<file path="src/rtl/stnm_pkg.sv">
package stnm_pkg;

   localparam int LaneCount        = 4;
   localparam int MaxEntries       = 4096;
   localparam int CountWidth       = 13;
   localparam int RefWidth         = 16;
   localparam int LevelWidth       = 8;
   localparam int ValidCountWidth  = 3;
   localparam int DivWidth         = 16;
   localparam int HoldWidth        = 4;
   localparam int HoldCounterWidth = 8;
   localparam int ScaledWidth      = RefWidth + 8;
   localparam int ProductWidth     = LevelWidth + DivWidth + 1;
   localparam int TargetFloor      = 9;
   localparam int RatioNum         = 7;
   localparam int RatioDen         = 10;
   localparam int RatioWidth       = CountWidth + 4;
   localparam int HoldMax          = 255;
   localparam int CsrIndexWidth    = 1;

   localparam logic [CsrIndexWidth-1:0] CsrLevelDivisor = 1'b0;
   localparam logic [CsrIndexWidth-1:0] CsrHoldCount    = 1'b1;

   localparam logic [DivWidth-1:0]  LevelDivisorReset = 16'd256;
   localparam logic [HoldWidth-1:0] HoldCountReset    = 4'd7;

   // per-entry findings handed from the lane stage to the merge stage
   typedef struct packed {
      logic                 below_target;
      logic [LaneCount-1:0] lane_hit;
      logic                 last;
   } stage_result_type;

endpackage

</file>
<file path="src/rtl/stnm_lane.sv">
module stnm_lane
   import stnm_pkg::*;
(
   input  logic                          clock,
   input  logic                          load,
   input  logic signed [LevelWidth-1:0]  level,
   input  logic                          level_valid,
   input  logic [DivWidth-1:0]           divisor,
   input  logic [ScaledWidth-1:0]        scaled_ref,
   output logic                          hit_ff
);

   logic signed [ProductWidth-1:0] product;
   logic signed [ProductWidth-1:0] scaled_signed;
   logic                           hit_in;

   // level * div > ref * 256, exact in signed integers
   assign product       = level * $signed({1'b0, divisor});
   assign scaled_signed = $signed({1'b0, scaled_ref});
   assign hit_in        = level_valid && (divisor != '0) && (product > scaled_signed);

   always_ff @(posedge clock) begin
      if (load) begin
         hit_ff <= hit_in;
      end
   end

endmodule

</file>
<file path="src/rtl/stnm_merge.sv">
module stnm_merge
   import stnm_pkg::*;
(
   input  logic                         clock,
   input  logic                         reset,
   input  logic                         in_valid,
   input  stage_result_type             in_result,
   output logic                         in_ready,
   input  logic [HoldWidth-1:0]         hold_count,
   output logic                         rsp_valid,
   input  logic                         rsp_ready,
   output logic [CountWidth-1:0]        rsp_matched_count,
   output logic [CountWidth-1:0]        rsp_entry_count,
   output logic                         rsp_ratio_met,
   output logic                         rsp_report
);

   logic [CountWidth-1:0]       match_ff, match_in;
   logic [CountWidth-1:0]       entry_ff, entry_in;
   logic                        started_ff, started_in;
   logic [HoldCounterWidth-1:0] hold_ff, hold_in;
   logic                        rsp_valid_ff, rsp_valid_in;
   logic [CountWidth-1:0]       matched_ff, entries_ff;
   logic                        met_ff, report_ff;
   logic                        take;
   logic                        hit;
   logic [CountWidth-1:0]       match_next, entry_next;
   logic                        met;
   logic                        report;
   logic [HoldCounterWidth-1:0] hold_inc;

   // a frame end waits only while the result register is still occupied
   assign in_ready = !(in_result.last && rsp_valid_ff && !rsp_ready);
   assign take     = in_valid && in_ready;
   assign hit      = in_result.below_target || (|in_result.lane_hit);

   always_comb begin
      entry_next = (entry_ff < CountWidth'(MaxEntries)) ? entry_ff + 1'b1 : entry_ff;
      match_next = (hit && (match_ff < CountWidth'(MaxEntries))) ? match_ff + 1'b1 : match_ff;
      met = (RatioWidth'(match_next) * RatioWidth'(RatioDen)) >=
            (RatioWidth'(entry_next) * RatioWidth'(RatioNum));
      hold_inc = (hold_ff < HoldCounterWidth'(HoldMax)) ? hold_ff + 1'b1 : hold_ff;

      started_in = started_ff;
      hold_in    = hold_ff;
      report     = 1'b0;
      if (met) begin
         started_in = 1'b1;
         hold_in    = hold_inc;
         report     = hold_inc >= HoldCounterWidth'(hold_count);
      end else if (started_ff) begin
         started_in = 1'b0;
         report     = 1'b1;
      end else begin
         hold_in = '0;
      end

      match_in = match_ff;
      entry_in = entry_ff;
      if (take) begin
         match_in = in_result.last ? '0 : match_next;
         entry_in = in_result.last ? '0 : entry_next;
      end

      if (take && in_result.last) begin
         rsp_valid_in = 1'b1;
      end else if (rsp_ready) begin
         rsp_valid_in = 1'b0;
      end else begin
         rsp_valid_in = rsp_valid_ff;
      end
   end

   always_ff @(posedge clock) begin
      if (reset) begin
         match_ff     <= '0;
         entry_ff     <= '0;
         started_ff   <= 1'b0;
         hold_ff      <= '0;
         rsp_valid_ff <= 1'b0;
      end else begin
         match_ff     <= match_in;
         entry_ff     <= entry_in;
         rsp_valid_ff <= rsp_valid_in;
         if (take && in_result.last) begin
            started_ff <= started_in;
            hold_ff    <= hold_in;
         end
      end
      if (take && in_result.last) begin
         matched_ff <= match_next;
         entries_ff <= entry_next;
         met_ff     <= met;
         report_ff  <= report;
      end
   end

   assign rsp_valid         = rsp_valid_ff;
   assign rsp_matched_count = matched_ff;
   assign rsp_entry_count   = entries_ff;
   assign rsp_ratio_met     = met_ff;
   assign rsp_report        = report_ff;

endmodule

</file>
<file path="src/rtl/spectral_template_note_matcher.sv">
// the result of a frame is registered after its last entry passes stage 1 and stage 2
// throughput: one request per cycle, sustained; a frame end stalls only while the
//    previous result is still unclaimed at the output register
// reset: synchronous, active high; clears counts, hold state and valids,
//    level_divisor returns to 256 and hold_count to 7; no request or write is taken in reset
module spectral_template_note_matcher
   import stnm_pkg::*;
(
   input  logic                              clock,
   input  logic                              reset,
   // request channel
   input  logic                              req_valid,
   output logic                              req_ready,
   input  logic [RefWidth-1:0]               req_reference_level,
   input  logic signed [LevelWidth-1:0]      req_level_a,
   input  logic signed [LevelWidth-1:0]      req_level_b,
   input  logic signed [LevelWidth-1:0]      req_level_c,
   input  logic signed [LevelWidth-1:0]      req_level_d,
   input  logic [ValidCountWidth-1:0]        req_level_valid_count,
   input  logic                              req_last_entry,
   // result channel
   output logic                              rsp_valid,
   input  logic                              rsp_ready,
   output logic [CountWidth-1:0]             rsp_matched_count,
   output logic [CountWidth-1:0]             rsp_entry_count,
   output logic                              rsp_ratio_met,
   output logic                              rsp_report,
   // register write channel
   input  logic                              csr_valid,
   output logic                              csr_ready,
   input  logic [CsrIndexWidth-1:0]          csr_index,
   input  logic [DivWidth-1:0]               csr_data
);

   // configuration registers
   logic [DivWidth-1:0]  level_divisor_ff;
   logic [HoldWidth-1:0] hold_count_ff;

   // stage 1: captured request
   logic                               s1_valid_ff, s1_valid_in;
   logic [RefWidth-1:0]                s1_ref_ff;
   logic signed [LevelWidth-1:0]       s1_level_ff [LaneCount];
   logic [ValidCountWidth-1:0]         s1_count_ff;
   logic                               s1_last_ff;

   // stage 2: lane findings
   logic                               s2_valid_ff, s2_valid_in;
   logic                               s2_below_ff;
   logic                               s2_last_ff;
   logic [LaneCount-1:0]               lane_hit;
   stage_result_type                   s2_result;

   logic                               req_take;
   logic                               s1_go, s2_go, s2_free;
   logic                               merge_ready;
   logic [ScaledWidth-1:0]             scaled_ref;
   logic [ScaledWidth-1:0]             floor_level;
   logic                               below_target;

   // register writes are taken whenever out of reset
   assign csr_ready = !reset;

   // elastic handshake: each stage moves when the next has room
   assign s2_go     = s2_valid_ff && merge_ready;
   assign s2_free   = !s2_valid_ff || s2_go;
   assign s1_go     = s1_valid_ff && s2_free;
   assign req_ready = !reset && (!s1_valid_ff || s1_go);
   assign req_take  = req_valid && req_ready;

   always_comb begin
      if (req_take) begin
         s1_valid_in = 1'b1;
      end else if (s1_go) begin
         s1_valid_in = 1'b0;
      end else begin
         s1_valid_in = s1_valid_ff;
      end
      if (s1_go) begin
         s2_valid_in = 1'b1;
      end else if (s2_go) begin
         s2_valid_in = 1'b0;
      end else begin
         s2_valid_in = s2_valid_ff;
      end
   end

   // target below floor: ref * 256 < 9 * div, with a zero divisor never matching
   assign scaled_ref   = {s1_ref_ff, 8'd0};
   assign floor_level  = ScaledWidth'(level_divisor_ff) * ScaledWidth'(TargetFloor);
   assign below_target = (level_divisor_ff != '0) && (scaled_ref < floor_level);

   always_ff @(posedge clock) begin
      if (reset) begin
         level_divisor_ff <= LevelDivisorReset;
         hold_count_ff    <= HoldCountReset;
         s1_valid_ff      <= 1'b0;
         s2_valid_ff      <= 1'b0;
      end else begin
         s1_valid_ff <= s1_valid_in;
         s2_valid_ff <= s2_valid_in;
         if (csr_valid && csr_ready) begin
            unique case (csr_index)
               CsrLevelDivisor: level_divisor_ff <= csr_data;
               CsrHoldCount:    hold_count_ff    <= csr_data[HoldWidth-1:0];
               default:         ;
            endcase
         end
      end
      if (req_take) begin
         s1_ref_ff      <= req_reference_level;
         s1_level_ff[0] <= req_level_a;
         s1_level_ff[1] <= req_level_b;
         s1_level_ff[2] <= req_level_c;
         s1_level_ff[3] <= req_level_d;
         s1_count_ff    <= req_level_valid_count;
         s1_last_ff     <= req_last_entry;
      end
      if (s1_go) begin
         s2_below_ff <= below_target;
         s2_last_ff  <= s1_last_ff;
      end
   end

   // one comparator lane per measured level; counts of four and above enable every lane
   for (genvar i = 0; i < LaneCount; i++) begin : g_lane
      stnm_lane u_lane (
         .clock       (clock),
         .load        (s1_go),
         .level       (s1_level_ff[i]),
         .level_valid (s1_count_ff > ValidCountWidth'(i)),
         .divisor     (level_divisor_ff),
         .scaled_ref  (scaled_ref),
         .hit_ff      (lane_hit[i])
      );
   end

   assign s2_result.below_target = s2_below_ff;
   assign s2_result.lane_hit     = lane_hit;
   assign s2_result.last         = s2_last_ff;

   // merge: or the lanes, count the frame, hold qualifier, result register
   stnm_merge u_merge (
      .clock             (clock),
      .reset             (reset),
      .in_valid          (s2_valid_ff),
      .in_result         (s2_result),
      .in_ready          (merge_ready),
      .hold_count        (hold_count_ff),
      .rsp_valid         (rsp_valid),
      .rsp_ready         (rsp_ready),
      .rsp_matched_count (rsp_matched_count),
      .rsp_entry_count   (rsp_entry_count),
      .rsp_ratio_met     (rsp_ratio_met),
      .rsp_report        (rsp_report)
   );

endmodule
</file>
<file path="config.mk">
export PLATFORM = sky130hd
export DESIGN_NAME = spectral_template_note_matcher
export DESIGN_NICKNAME = d
export VERILOG_FILES = /design/src/rtl/stnm_pkg.sv /design/src/rtl/stnm_lane.sv /design/src/rtl/stnm_merge.sv /design/src/rtl/spectral_template_note_matcher.sv
export SDC_FILE = /design/constraint.sdc
export NUM_CORES = 2
export LEC_CHECK = 0
export BUFFER_PORTS_ARGS = -buffer_cell sky130_fd_sc_hd__buf_2
export CAP_MARGIN = 20
export CORE_ASPECT_RATIO = 0.8
export CORE_MARGIN = 2
export CORE_UTILIZATION = 66
export CTS_CLUSTER_SIZE = 40
export DETAILED_ROUTE_END_ITERATION = 10
export GPL_ROUTABILITY_DRIVEN = 0
export PLACE_DENSITY_LB_ADDON = 0.15
export SLEW_MARGIN = 25
export SYNTH_ARGS = -nofsm -noshare
export SYNTH_HDL_FRONTEND = slang
export SYNTH_SLANG_ARGS = --single-unit
</file>
<file path="constraint.sdc">
create_clock -name clock -period 8.62 [get_ports clock]
set_input_delay 0.431 -clock clock [delete_from_list [all_inputs] [get_ports clock]]
set_output_delay 0.431 -clock clock [all_outputs]
set_load 0.05 [all_outputs]
</file>
==> flow_metrics.env <==
export IMPL_status="finished clean"
export IMPL_timing_final_ws_setup_ps=1410
export IMPL_num_vias=21700
export IMPL_ctsHoldBuffers=0
export IMPL_rrSetupSlack_ps=1410
export IMPL_grt_overflow=0
export IMPL_synth_top_cell_area_share_pct=26.1
export IMPL_min_period_ps=7210
export IMPL_worst_ep_required_time_ps=8920
export IMPL_synthDistinctLibCells=79
export IMPL_portBuffers=104
export IMPL_cts_setup_buffers=0
export IMPL_grt_usage_pct=35.6
export IMPL_core_area_um2=40700
export IMPL_start_kind="flop"
export IMPL_holdCritPathClass="in -> reg"
export IMPL_io_pins=105
export IMPL_yosysWarnings=0
export IMPL_slowest_stage="dfxtp_1"
export IMPL_fin_util_pct=71.0
export IMPL_ys_seq_elements=144
export IMPL_drv_cap=0
export IMPL_dr_first_iter_drc_count=1899
export IMPL_synth_edf_count=86
export IMPL_crit_type="reg -> reg"
export IMPL_fmax_mhz=139
export IMPL_cts_clk_slew_worst_paths_ps=80
export IMPL_place_hpwl_um=56400
export IMPL_synthFlopType="edfxtp_1"
export IMPL_synth_seq_area_share_pct=13.7
export IMPL_max_vdd_ir_drop_mv=0.174
export IMPL_p_per_area_nw_per_um2=154
export IMPL_initial_core_util_pct=67.0
export IMPL_r2r_cells=25
export IMPL_firstDrtPassIters=5
export IMPL_wl_per_cell_um=19.9
export IMPL_cpMostUsedCell="fa_1"
export IMPL_cts_sinks=144
export IMPL_async_flop_share_pct=0
export IMPL_r2r_start="level_divisor_ff[1]"
export IMPL_nets=3923
export IMPL_ys_top_cells_by_count="inv_1 (556), ha_1 (397), and2_1 (377)"
export IMPL_critPathBufInv=4
export IMPL_layout_drive_gt1_share_pct=6.21
export IMPL_grt_pass1_wl_um=118000
export IMPL_synth_area_per_cell_um2=8.94
export IMPL_die_h_um=186
export IMPL_r2r_end="g_lane[3].u_lane.hit_ff"
export IMPL_fp_dieW_um=231
export IMPL_cp_data_arrival_time_ps=7520
export IMPL_grt_max_degree=53
export IMPL_rows=66
export IMPL_clk_path_buf_depth=2
export IMPL_period_share_pct=83.7
export IMPL_min_from="req_level_b[1]"
export IMPL_clock_skew_ps=20.4
export IMPL_final_area_um2=28900
export IMPL_ctsResizeCount=0
export IMPL_setup_tns_ps=0
export IMPL_end_kind="flop"
export IMPL_final_antenna_net_count=0
export IMPL_cts_root_buf="clkbuf_16"
export IMPL_ys_top_cells_by_area="fa_1 (26%), ha_1 (18%), edfxtp_1 (9.5%)"
export IMPL_syn_nets=3877
export IMPL_drc=0
export IMPL_vias_per_cell=5.93
export IMPL_cts_htree_levels=4
export IMPL_grt_pass1_vias=22500
export IMPL_path_delay_family="adder cells"
export IMPL_nFillCells=3169
export IMPL_p_leak_nw=14.9
export IMPL_placed_area_um2=28300
export IMPL_drv_slew=0
export IMPL_fin_cells=3655
export IMPL_syn_to_final_growth_pct=5.91
export IMPL_hold_viol_final=0
export IMPL_tritoncts="yes"
export IMPL_insertion_delay_ps=480
export IMPL_synth_top_area_cell="fa_1"
export IMPL_holdPathEnd="s1_level_ff[1][1]"
export IMPL_synth_area_um2=27300
export IMPL_placedCellCount=3622
export IMPL_tightest_slew_ps=1070
export IMPL_crit_fanout=21
export IMPL_drt_wl_total_um=72700
export IMPL_antenna_found_initial=2
export IMPL_fin_total_pwr_mw=4.44
export IMPL_holdWs_ps=119
export IMPL_cpPeakStageDelay_ps=1020
export IMPL_place_ws_ps=1640
export IMPL_rsz0062_at_grt="false"
export IMPL_min_path_cells=1
export IMPL_setup_viol_count_final=0
export IMPL_dieArea_um2=43000
export IMPL_synth_most_common_cell="inv_1"
export IMPL_slew_headroom_pct=28.4
export IMPL_syn_inst=3051
export IMPL_cts_inserted_buffers=17
## per-layer routing
layer,vias to the layer above,wire (um),global-route usage [%]
li1,9922,-,-
met1,10600,31300,50.3
met2,998,31100,53.2
met3,158,8200,9.42
met4,0,2160,11.7
met5,-,0,0
## power breakdown
| group | switching (mW) | internal [mW] |
|---|---|---|
| sequential | 0.0883 | 0.760 |
| combinational | 1.60 | 1.18 |
| clock | 0.363 | 0.448 |
## how the worst max path moves through the flow
stage                                    from                 endpoint  slack (ps)  depth (start not counted)
final                     level_divisor_ff[1]  g_lane[3].u_lane.hit_ff        1410                         25
after global routing      level_divisor_ff[8]  g_lane[3].u_lane.hit_ff        1100                         25
after CTS                 level_divisor_ff[1]  g_lane[3].u_lane.hit_ff        1570                         25
after detailed placement  level_divisor_ff[1]  g_lane[3].u_lane.hit_ff        1640                         25
after global placement    level_divisor_ff[8]  g_lane[3].u_lane.hit_ff        1850                         25
after floorplan             s1_level_ff[0][7]  g_lane[0].u_lane.hit_ff        2430                         25
## final cells by class
cell class	instances	area (um2)	share of cell area, %
Antenna cell	1	2.50	0.00866
Clock buffer	22	497	1.72
Clock inverter	10	111	0.385
Inverter	557	2090	7.25
Multi-Input combinational cell	2248	21100	72.9
Sequential cell	144	3740	13.0
Tap cell	544	681	2.36
Timing Repair Buffer	129	708	2.45
## cell families (layout without fill, tap and decap cells)
| kind of cell | count (synthesis) | in the layout | share of synthesized area (%) |
|---|---|---|---|
| compound gates | 400 | 400 | 9.79 |
| xor+xnor | 125 | 125 | 4.01 |
| fa+ha+maj | 752 | 752 | 44.3 |
| buf+inv | 659 | 718 | 9.13 |
| flops | 144 | 144 | 13.7 |
| mux | 5 | 5 | 0.193 |
| other cells | 0 | 1 | 0 |
| simple gates | 966 | 966 | 18.9 |
## flip-flops by register name, indices dropped and copies added (netlist names), 3 cells and up
signal and count:
g_lane.u_lane.hit_ff 4, hold_count_ff 4, level_divisor_ff 16, s1_count_ff 3
s1_level_ff 32, s1_ref_ff 16, u_merge.entry_ff 13, u_merge.hold_ff 8
u_merge.match_ff 13, u_merge.rsp_entry_count 13, u_merge.rsp_matched_count 13
## placed cells by master (no fill, tap or decap), types with 48 or more instances in the layout
| cell type | instances |
|---|---|
| a21oi_1 | 107 |
| o21ai_0 | 80 |
| buf_2 | 104 |
| dfxtp_1 | 57 |
| a21o_1 | 59 |
| edfxtp_1 | 86 |
| nor2_1 | 165 |
| fa_1 | 355 |
| xor2_1 | 48 |
| ha_1 | 397 |
| and2_1 | 376 |
| nand2_1 | 178 |
| xnor2_1 | 77 |
| inv_1 | 556 |
No activity file was read; power rests on OpenSTA's default activity.
